$ cat src/lse_pkg.sv
// Shared types and constants for the line-scan edge steering block.
package lse_pkg;

    localparam int IN_DATA_W   = 16;
    localparam int OUT_DATA_W  = 16;
    localparam int OUT_USER_W  = 2;
    localparam int CFG_ADDR_W  = 3;
    localparam int CFG_DATA_W  = 12;
    localparam int SAMPLE_W    = 12;
    localparam int POS_W       = 7;
    localparam int DUTY_W      = 8;
    localparam int SLOPE_W     = 10;
    localparam int THRESH_W    = 12;
    localparam int PROD_W      = POS_W + SLOPE_W;
    localparam int QUEUE_DEPTH = 4;
    localparam int QPTR_W      = 2;

    // floor(x / 1000) = (x * RECIP_MULT) >> RECIP_SHIFT for x < 2^PROD_W
    localparam int RECIP_W     = 18;
    localparam logic [RECIP_W-1:0] RECIP_MULT = 18'd134218;
    localparam int RECIP_SHIFT = 27;
    localparam int SCALED_W    = PROD_W + RECIP_W;

    localparam logic [DUTY_W-1:0] DUTY_RESET = 8'd150;
    localparam logic [DUTY_W-1:0] DUTY_MAX   = 8'd255;

    typedef enum logic [CFG_ADDR_W-1:0] {
        CFG_DARK_THRESHOLD = 3'd0,
        CFG_SCAN_START     = 3'd1,
        CFG_SCAN_END       = 3'd2,
        CFG_SLOPE_MILLI    = 3'd3,
        CFG_DUTY_OFFSET    = 3'd4,
        CFG_REJECT_BAND    = 3'd5,
        CFG_DEAD_BAND      = 3'd6
    } cfg_idx_t;

    typedef struct packed {
        logic [THRESH_W-1:0] dark_threshold;
        logic [POS_W-1:0]    scan_start;
        logic [POS_W-1:0]    scan_end;
        logic [SLOPE_W-1:0]  slope_milli;
        logic [DUTY_W-1:0]   duty_offset;
        logic [DUTY_W-1:0]   reject_band;
        logic [DUTY_W-1:0]   dead_band;
    } cfg_t;

    // Per-line result handed from the edge search to the duty stage
    typedef struct packed {
        logic             found;
        logic [POS_W-1:0] pos;
    } line_rec_t;

endpackage

$ cat src/lse_front.sv
// Pixel intake: sliding window, incremental sum difference and first-edge search.
module lse_front #(
    parameter int HALF_WINDOW = 7,
    parameter int LINE_PIXELS = 128,
    parameter int SAMPLE_BITS = 12
) (
    input  logic                          clk,
    input  logic                          rst_n,
    input  lse_pkg::cfg_t                 cfg,
    input  logic                          s_tvalid,
    output logic                          s_tready,
    input  logic [lse_pkg::IN_DATA_W-1:0] s_tdata,  // [11:0] sample
    input  logic                          s_tlast,  // line_end
    input  logic                          q_full,
    output logic                          q_push,
    output lse_pkg::line_rec_t            q_rec
);
    import lse_pkg::*;

    localparam int WIN_LEN = 2 * HALF_WINDOW;
    localparam int D_W     = SAMPLE_BITS + $clog2(HALF_WINDOW + 1) + 2;

    logic [SAMPLE_BITS-1:0] win_reg [WIN_LEN];
    logic signed [D_W-1:0]  diff_reg, diff_next;
    logic [7:0]             pos_reg;
    logic                   seen_reg;
    logic [POS_W-1:0]       found_reg;

    logic                   accept;
    logic [15:0]            samp_wide;
    logic [SAMPLE_BITS-1:0] samp;
    logic                   in_line;
    logic [7:0]             p;
    logic                   in_range;
    logic                   dark;
    logic                   hit;

    assign s_tready  = !q_full;
    assign accept    = s_tvalid && s_tready;
    assign samp_wide = {4'b0, s_tdata[SAMPLE_W-1:0]};
    assign samp      = samp_wide[SAMPLE_BITS-1:0];

    assign in_line   = {1'b0, pos_reg} < 9'(LINE_PIXELS);
    assign p         = pos_reg - 8'(WIN_LEN - 1);
    assign in_range  = (pos_reg >= 8'(WIN_LEN - 1)) && (p >= {1'b0, cfg.scan_start})
                       && (p <= {1'b0, cfg.scan_end});
    assign dark      = 16'(win_reg[WIN_LEN-2]) < 16'(cfg.dark_threshold);

    // newer half minus older half after the shift
    assign diff_next = diff_reg
                     + $signed({{(D_W-SAMPLE_BITS){1'b0}}, samp})
                     - $signed({{(D_W-SAMPLE_BITS-1){1'b0}}, win_reg[HALF_WINDOW-1], 1'b0})
                     + $signed({{(D_W-SAMPLE_BITS){1'b0}}, win_reg[WIN_LEN-1]});

    assign hit = in_line && !seen_reg && in_range && dark && (diff_next > 0);

    assign q_push    = accept && s_tlast;
    assign q_rec.found = seen_reg || hit;
    assign q_rec.pos   = seen_reg ? found_reg : (hit ? p[POS_W-1:0] : '0);

    always_ff @(posedge clk or negedge rst_n)
    begin
        if (!rst_n)
        begin
            pos_reg   <= '0;
            seen_reg  <= 1'b0;
            found_reg <= '0;
            diff_reg  <= '0;
            for (int i = 0; i < WIN_LEN; i++)
            begin
                win_reg[i] <= '0;
            end
        end
        else if (accept)
        begin
            if (s_tlast)
            begin
                // clear per-line state after the last pixel
                pos_reg   <= '0;
                seen_reg  <= 1'b0;
                found_reg <= '0;
                diff_reg  <= '0;
                for (int i = 0; i < WIN_LEN; i++)
                begin
                    win_reg[i] <= '0;
                end
            end
            else
            begin
                if (pos_reg != 8'd255)
                begin
                    pos_reg <= pos_reg + 8'd1;
                end
                if (in_line)
                begin
                    win_reg[0] <= samp;
                    for (int i = 1; i < WIN_LEN; i++)
                    begin
                        win_reg[i] <= win_reg[i-1];
                    end
                    diff_reg <= diff_next;
                    if (hit)
                    begin
                        seen_reg  <= 1'b1;
                        found_reg <= p[POS_W-1:0];
                    end
                end
            end
        end
    end

    a_found_clear: assert property (@(posedge clk) disable iff (!rst_n)
        !seen_reg |-> found_reg == '0)
        else $error("found position set without an edge");

    a_line_clear: assert property (@(posedge clk) disable iff (!rst_n)
        accept && s_tlast |=> pos_reg == '0 && !seen_reg)
        else $error("line state not cleared at line end");

    a_pos_step: assert property (@(posedge clk) disable iff (!rst_n)
        accept && !s_tlast && pos_reg != 8'd255 |=> pos_reg == $past(pos_reg) + 8'd1)
        else $error("pixel position did not advance");

endmodule

$ cat src/lse_queue.sv
// Short register queue of per-line results between the edge search and the duty stage.
module lse_queue (
    input  logic               clk,
    input  logic               rst_n,
    input  logic               push,
    input  lse_pkg::line_rec_t push_rec,
    input  logic               pop,
    output lse_pkg::line_rec_t pop_rec,
    output logic               full,
    output logic               empty
);
    import lse_pkg::*;

    line_rec_t           mem_reg [QUEUE_DEPTH];
    logic [QPTR_W-1:0]   wr_ptr_reg;
    logic [QPTR_W-1:0]   rd_ptr_reg;
    logic [QPTR_W:0]     count_reg;

    assign full    = count_reg == (QPTR_W + 1)'(QUEUE_DEPTH);
    assign empty   = count_reg == '0;
    assign pop_rec = mem_reg[rd_ptr_reg];

    always_ff @(posedge clk)
    begin
        if (push)
        begin
            mem_reg[wr_ptr_reg] <= push_rec;
        end
    end

    always_ff @(posedge clk or negedge rst_n)
    begin
        if (!rst_n)
        begin
            wr_ptr_reg <= '0;
            rd_ptr_reg <= '0;
            count_reg  <= '0;
        end
        else
        begin
            if (push)
            begin
                wr_ptr_reg <= wr_ptr_reg + 1'b1;
            end
            if (pop)
            begin
                rd_ptr_reg <= rd_ptr_reg + 1'b1;
            end
            if (push && !pop)
            begin
                count_reg <= count_reg + 1'b1;
            end
            else if (pop && !push)
            begin
                count_reg <= count_reg - 1'b1;
            end
        end
    end

    a_no_overflow: assert property (@(posedge clk) disable iff (!rst_n)
        !(push && full))
        else $error("push into full queue");

    a_no_underflow: assert property (@(posedge clk) disable iff (!rst_n)
        !(pop && empty))
        else $error("pop from empty queue");

    a_count_track: assert property (@(posedge clk) disable iff (!rst_n)
        push && pop |=> count_reg == $past(count_reg))
        else $error("queue count moved on simultaneous push and pop");

endmodule

$ cat src/lse_back.sv
// Duty pipeline: position times gain, divide by 1000, offset, band check, output register.
module lse_back (
    input  logic                           clk,
    input  logic                           rst_n,
    input  lse_pkg::cfg_t                  cfg,
    input  logic                           q_empty,
    input  lse_pkg::line_rec_t             q_rec,
    output logic                           q_pop,
    output logic                           m_tvalid,
    input  logic                           m_tready,
    output logic [lse_pkg::OUT_DATA_W-1:0] m_tdata,  // [7:0] servo_duty, [14:8] edge_position
    output logic [lse_pkg::OUT_USER_W-1:0] m_tuser   // [0] duty_updated, [1] edge_found
);
    import lse_pkg::*;

    logic                 en;

    logic                 v1_reg;
    line_rec_t            rec1_reg;
    logic [PROD_W-1:0]    prod_reg;

    logic                 v2_reg;
    line_rec_t            rec2_reg;
    logic [DUTY_W-1:0]    quot_reg;

    logic                 out_valid_reg;
    logic [DUTY_W-1:0]    out_duty_reg;
    logic                 out_updated_reg;
    line_rec_t            out_rec_reg;
    logic [DUTY_W-1:0]    prev_duty_reg;

    logic [SCALED_W-1:0]  scaled;
    logic [DUTY_W:0]      duty_sum;
    logic [DUTY_W-1:0]    duty;
    logic [DUTY_W-1:0]    diff;
    logic                 take;

    // the whole pipeline holds while a result waits
    assign en    = !out_valid_reg || m_tready;
    assign q_pop = en && !q_empty;

    assign scaled   = SCALED_W'(prod_reg) * SCALED_W'(RECIP_MULT);
    assign duty_sum = {1'b0, quot_reg} + {1'b0, cfg.duty_offset};
    assign duty     = duty_sum[DUTY_W] ? DUTY_MAX : duty_sum[DUTY_W-1:0];
    assign diff     = (duty > prev_duty_reg) ? duty - prev_duty_reg : prev_duty_reg - duty;
    assign take     = (diff <= cfg.reject_band) && (diff > cfg.dead_band);

    always_ff @(posedge clk)
    begin
        if (en)
        begin
            rec1_reg <= q_rec;
            prod_reg <= PROD_W'(q_rec.pos) * PROD_W'(cfg.slope_milli);
            rec2_reg <= rec1_reg;
            quot_reg <= scaled[RECIP_SHIFT +: DUTY_W];
            if (v2_reg)
            begin
                out_rec_reg     <= rec2_reg;
                out_duty_reg    <= take ? duty : prev_duty_reg;
                out_updated_reg <= take;
            end
        end
    end

    always_ff @(posedge clk or negedge rst_n)
    begin
        if (!rst_n)
        begin
            v1_reg        <= 1'b0;
            v2_reg        <= 1'b0;
            out_valid_reg <= 1'b0;
            prev_duty_reg <= DUTY_RESET;
        end
        else if (en)
        begin
            v1_reg        <= !q_empty;
            v2_reg        <= v1_reg;
            out_valid_reg <= v2_reg;
            if (v2_reg && take)
            begin
                prev_duty_reg <= duty;
            end
        end
    end

    assign m_tvalid = out_valid_reg;
    assign m_tdata  = {1'b0, out_rec_reg.pos, out_duty_reg};
    assign m_tuser  = {out_rec_reg.found, out_updated_reg};

    a_duty_matches: assert property (@(posedge clk) disable iff (!rst_n)
        out_valid_reg |-> out_duty_reg == prev_duty_reg)
        else $error("reported duty differs from held duty");

    a_no_edge_pos: assert property (@(posedge clk) disable iff (!rst_n)
        out_valid_reg && !out_rec_reg.found |-> out_rec_reg.pos == '0)
        else $error("position reported without an edge");

    a_hold_stages: assert property (@(posedge clk) disable iff (!rst_n)
        !en |=> v1_reg == $past(v1_reg) && v2_reg == $past(v2_reg))
        else $error("pipeline moved while stalled");

endmodule

$ cat src/line_scan_edge_steering_top.sv
// Top level: configuration registers, pixel front end, line queue and duty pipeline.
//
// Pixels stream in on the s_ stream ports, one item per clock, with tlast on
// the last pixel of each line; s_tready drops only when the four-entry line
// queue is full. The edge search runs in the same cycle as each pixel, using a
// running difference of the two window half sums. One result item leaves per
// line after its last pixel is taken, through the queue and three duty
// stages: multiply by gain, multiply by the reciprocal of 1000, offset and
// band check. Results leave at up to one per clock while m_tready is high,
// set by the single output register. The user must write registers through
// cfg_we/cfg_addr/cfg_wdata only while no line is in flight (not enforced).
module line_scan_edge_steering_top #(
    parameter int HALF_WINDOW = 7,
    parameter int LINE_PIXELS = 128,
    parameter int SAMPLE_BITS = 12
) (
    input  logic                           clk,
    input  logic                           rst_n,
    input  logic                           cfg_we,
    input  logic [lse_pkg::CFG_ADDR_W-1:0] cfg_addr,
    input  logic [lse_pkg::CFG_DATA_W-1:0] cfg_wdata,
    input  logic                           s_tvalid,
    output logic                           s_tready,
    input  logic [lse_pkg::IN_DATA_W-1:0]  s_tdata,  // [11:0] sample
    input  logic                           s_tlast,  // line_end
    output logic                           m_tvalid,
    input  logic                           m_tready,
    output logic [lse_pkg::OUT_DATA_W-1:0] m_tdata,  // [7:0] servo_duty, [14:8] edge_position
    output logic [lse_pkg::OUT_USER_W-1:0] m_tuser   // [0] duty_updated, [1] edge_found
);
    import lse_pkg::*;

    cfg_t      cfg_reg;
    logic      q_push;
    logic      q_pop;
    logic      q_full;
    logic      q_empty;
    line_rec_t push_rec;
    line_rec_t pop_rec;

    always_ff @(posedge clk or negedge rst_n)
    begin
        if (!rst_n)
        begin
            cfg_reg.dark_threshold <= 12'd3500;
            cfg_reg.scan_start     <= 7'd20;
            cfg_reg.scan_end       <= 7'd108;
            cfg_reg.slope_milli    <= 10'd568;
            cfg_reg.duty_offset    <= 8'd118;
            cfg_reg.reject_band    <= 8'd10;
            cfg_reg.dead_band      <= 8'd3;
        end
        else if (cfg_we)
        begin
            case (cfg_idx_t'(cfg_addr))
                CFG_DARK_THRESHOLD: cfg_reg.dark_threshold <= cfg_wdata[THRESH_W-1:0];
                CFG_SCAN_START:     cfg_reg.scan_start     <= cfg_wdata[POS_W-1:0];
                CFG_SCAN_END:       cfg_reg.scan_end       <= cfg_wdata[POS_W-1:0];
                CFG_SLOPE_MILLI:    cfg_reg.slope_milli    <= cfg_wdata[SLOPE_W-1:0];
                CFG_DUTY_OFFSET:    cfg_reg.duty_offset    <= cfg_wdata[DUTY_W-1:0];
                CFG_REJECT_BAND:    cfg_reg.reject_band    <= cfg_wdata[DUTY_W-1:0];
                CFG_DEAD_BAND:      cfg_reg.dead_band      <= cfg_wdata[DUTY_W-1:0];
                default:            ;
            endcase
        end
    end

    lse_front #(
        .HALF_WINDOW (HALF_WINDOW),
        .LINE_PIXELS (LINE_PIXELS),
        .SAMPLE_BITS (SAMPLE_BITS)
    ) u_front (
        .clk      (clk),
        .rst_n    (rst_n),
        .cfg      (cfg_reg),
        .s_tvalid (s_tvalid),
        .s_tready (s_tready),
        .s_tdata  (s_tdata),
        .s_tlast  (s_tlast),
        .q_full   (q_full),
        .q_push   (q_push),
        .q_rec    (push_rec)
    );

    lse_queue u_queue (
        .clk      (clk),
        .rst_n    (rst_n),
        .push     (q_push),
        .push_rec (push_rec),
        .pop      (q_pop),
        .pop_rec  (pop_rec),
        .full     (q_full),
        .empty    (q_empty)
    );

    lse_back u_back (
        .clk      (clk),
        .rst_n    (rst_n),
        .cfg      (cfg_reg),
        .q_empty  (q_empty),
        .q_rec    (pop_rec),
        .q_pop    (q_pop),
        .m_tvalid (m_tvalid),
        .m_tready (m_tready),
        .m_tdata  (m_tdata),
        .m_tuser  (m_tuser)
    );

endmodule
$ cat config.mk
export PLATFORM = sky130hd
export DESIGN_NAME = line_scan_edge_steering_top
export DESIGN_NICKNAME = d
export VERILOG_FILES = /design/src/lse_pkg.sv /design/src/lse_front.sv /design/src/lse_queue.sv /design/src/lse_back.sv /design/src/line_scan_edge_steering_top.sv
export SDC_FILE = /design/constraint.sdc
export NUM_CORES = 1
export LEC_CHECK = 0
export ABC_AREA = 1
export BUFFER_PORTS_ARGS = -buffer_cell sky130_fd_sc_hd__clkbuf_2
export CAP_MARGIN = 5
export CORE_ASPECT_RATIO = 0.9
export CORE_MARGIN = 2
export CORE_UTILIZATION = 50
export DETAILED_ROUTE_END_ITERATION = 10
export GPL_TIMING_DRIVEN = 0
export PLACE_DENSITY = 0.66
export SYNTH_ARGS = -nofsm -noshare
export SYNTH_HDL_FRONTEND = slang
export SYNTH_SLANG_ARGS = --single-unit
export TNS_END_PERCENT = 20
$ cat constraint.sdc
create_clock -name clk -period 11.3 [get_ports clk]
set_input_delay 3.39 -clock clk [delete_from_list [all_inputs] [get_ports clk]]
set_output_delay 3.39 -clock clk [all_outputs]
set_load 0.005 [all_outputs]
==> results.py <==
metrics = {
    "status": {
        "run_status": "finished clean",
    },
    "synthesis": {
        "synth_top_area_cell": "dfrtp_1",
        "yosysSeqAreaShare_pct": 42.0,
        "synth_area_leaders": "dfrtp_1 (27%), ha_1 (14%), edfxtp_1 (12%)",
        "synth_top_area_share_pct": 26.9,
        "synth_fp_nets": 2889,
        "yosysUniqueCellTypes": 55,
        "syn_avg_cell_area_um2": 9.35,
        "synthArstFlopShare_pct": 75.6,
        "synth_ff_type": "dfrtp_1",
        "synth_warnings": 0,
        "synth-seq-cells": 369,
        "syn_area_um2": 23200,
        "syn-instance-count": 2478,
        "synth_edf_count": 90,
    },
    "clock_tree": {
        "htreeDepth": 2,
        "cts_tree": "yes",
        "cts_inserted_buffers": 42,
        "path_clk_slew_ps": 60,
        "holdBufCountCts": 0,
        "clk_latency_ps": 610,
        "postCtsSetupRepairBufs": 0,
        "clock-root-buffer": "clkbuf_16",
        "ctsLongestPathBuffers": 3,
        "cts_resized": 0,
        "cts_sinks": 369,
    },
    "run": {
        "drv_cap": 0,
    },
    "worst_setup_path": {
        "start_kind": "input pin",
        "r2r_start": "u_queue.rd_ptr_reg[0]",
        "crit_chain": "clkbuf_2 > inv_1 > fa_1 > inv_1 > fa_1 > fa_1 > nand3_1 > nand2_1 > nand2_1 > nand2_1 > xnor2_1 > nand3_1 > nor2_2 > nand3_4 > nand2_4 > inv_2 > or2_1",
        "startpoint": "s_tdata[2]",
        "slowest_stage": "fa_1",
        "cp.required_ps": 11600,
        "critPathBufInv": 4,
        "crit_path_max_incr_delay_ps": 540,
        "path_max_fanout": 9,
        "crit_type": "input pin to flip-flop",
        "path_delay_family": "adder cells",
        "worstPathArrival_ps": 6820,
        "crit_path_end_kind": "flip-flop",
    },
    "hold_path": {
        "hold_path_startpoint": "u_back.rec1_reg[2]",
        "hold_path_class": "flip-flop to flip-flop",
    },
    "drt": {
        "drt_wl_total_mm": 51.7,
        "ant_nets": 0,
        "routed-via-count": 16800,
        "detail_route.iter0.violations": 1065,
        "routed_via_density": 5.23,
        "wl_per_cell_um": 16.1,
        "firstDrtPassIters": 7,
        "drc_errors": 0,
    },
    "placed_design": {
        "gp_congestion": 0.876,
        "hpwlAfterDp_mm": 39.8,
        "port_buffers": 51,
    },
    "global_route": {
        "top_usage_layer": "met2",
        "grt_first_pass_wirelength_mm": 86.3,
        "met2_usage_pct": 37.0,
        "grt_use_met1_pct": 30.5,
        "antenna_found_initial": 2,
        "grt.met3_usage_pct": 3.43,
        "grt_overflow": 0,
        "grt_pass1_vias": 17200,
        "grt_max_degree": 112,
        "track_usage_pct": 22.3,
    },
    "die": {
        "initial_utilization_pct": 50.8,
        "fp.dieH_um": 208,
        "die_w_um": 231,
        "core_area_um2": 45600,
        "design.die.area_um2": 48100,
        "rows": 74,
        "pin_count": 57,
    },
    "timing": {
        "slew_viol_final": 0,
        "whs_ps": 415,
        "timing.fmax_mhz": 153,
        "finClkSkew_ps": 37.5,
        "rsz0062_at_grt": "false",
        "finalSetupViolCount": 0,
        "post-route-min-period_ps": 6520,
        "fin_crit_sh_pct": 57.7,
        "report.final.hold_viol_count": 0,
        "fin_setup_tns_ps": 0,
        "worst_pin_slew_ps": 812,
        "slew_headroom_pct": 45.4,
    },
    "final_layout": {
        "utilization_pct": 56.5,
        "num-nets-final": 2988,
        "syn_to_final_growth_pct": 11.0,
        "largest_register_ffs": 168,
        "drive_gt1_share_pct": 7.24,
    },
}
==> cells in the mapped netlist (2+ instances only) <==
library cell / number
buf_2: 12
ha_1: 266
dfrtp_1: 249
o21ai_1: 6
o221ai_1: 3
mux2_2: 2
a211oi_1: 2
or2_2: 2
buf_1: 5
mux2i_1: 4
fa_1: 108
nor2_2: 3
nand4_1: 21
nor2_1: 121
dfstp_2: 30
or2_1: 2
o211ai_1: 5
nor3_2: 3
nand3_1: 66
o21ai_0: 134
a31oi_1: 6
o21bai_1: 4
xor2_1: 31
nand2_1: 393
nor3_1: 10
nand2_2: 3
a21oi_1: 85
edfxtp_1: 90
a21o_1: 11
nand3b_1: 5
clkbuf_1: 42
inv_1: 542
xnor2_1: 12
a21boi_0: 2
o21a_1: 5
buf_4: 2
clkinv_1: 2
inv_2: 2
o22ai_1: 171
==> path summary, 6_finish.rpt <==
check	to	slack, ps	cells after the start
max in group asynchronous	cfg_reg[51]	7020	3
max	u_queue.mem_reg[3][7]	4780	17
min	u_back.rec2_reg[2]	420	0
max reg2reg	u_back.prod_reg[14]	5300	25
min in group asynchronous	u_front.win_reg[137]	2810	1
min reg2reg	u_back.rec2_reg[2]	420	0
==> metrics by stage <==
stage	area (µm²)	worst slack, ps	std cells
3_5_place_dp	24300	4220	3141
5_1_grt	25700	4550	3219
2_1_floorplan	23200	4810	2478
6_report	25700	4780	3219
4_1_cts	25700	4800	3218
3_3_place_gp	24200	1130	3137
==> cells by family after synthesis <==
group                      count (synthesis)  synth area share [%]
AOI/OAI and AO/OA                        438                  10.8
xor gates and xnor gates                  45                  1.77
adders and majority gates                374                  23.7
buffers and inverters                    608                  9.96
DFF                                      369                  42.0
muxes                                      6                 0.270
other                                      1                0.0162
and+or+nand+nor                          637                  11.5
==> routing by layer <==
| metal | share of wire (%) | up-vias |
|---|---|---|
| li1 | - | 8238 |
| met1 | 46 | 8198 |
| met2 | 47 | 300 |
| met3 | 4.0 | 85 |
| met4 | 2.5 | 0 |
| met5 | 0 | - |
==> cell usage in the layout (no fill, tap or decap), drive strengths merged, types with 3 or more instances in the layout <==
| cell | n |
|---|---|
| a21o | 11 |
| a21oi | 85 |
| a31oi | 6 |
| buf | 23 |
| bufinv | 3 |
| clkbuf | 152 |
| clkinv | 16 |
| dfrtp | 249 |
| dfstp | 30 |
| edfxtp | 90 |
| fa | 108 |
| ha | 266 |
| inv | 545 |
| mux2i | 4 |
| nand2 | 397 |
| nand3 | 68 |
| nand3b | 5 |
| nand4 | 21 |
| nor2 | 125 |
| nor3 | 13 |
| o211ai | 5 |
| o21a | 5 |
| o21ai | 140 |
| o21bai | 4 |
| o221ai | 3 |
| o22ai | 171 |
| or2 | 4 |
| xnor2 | 13 |
| xor2 | 32 |
==> area by class of cell <==
type / instances / area [µm²]
diodes: 1 / 2.50
plain buffers: 62 / 256
clock buffers: 58 / 1190
clock inverters: 19 / 246
fillers: 4055 / 19800
inverters: 546 / 2050
multi-input cells: 1501 / 11100
flip-flops and latches: 369 / 9720
well taps: 608 / 761
repair buffers: 55 / 354
Power is left out: the tool's default activity adds up to more than one toggle a clock period on the data nets, which glitch-free logic cannot reach.
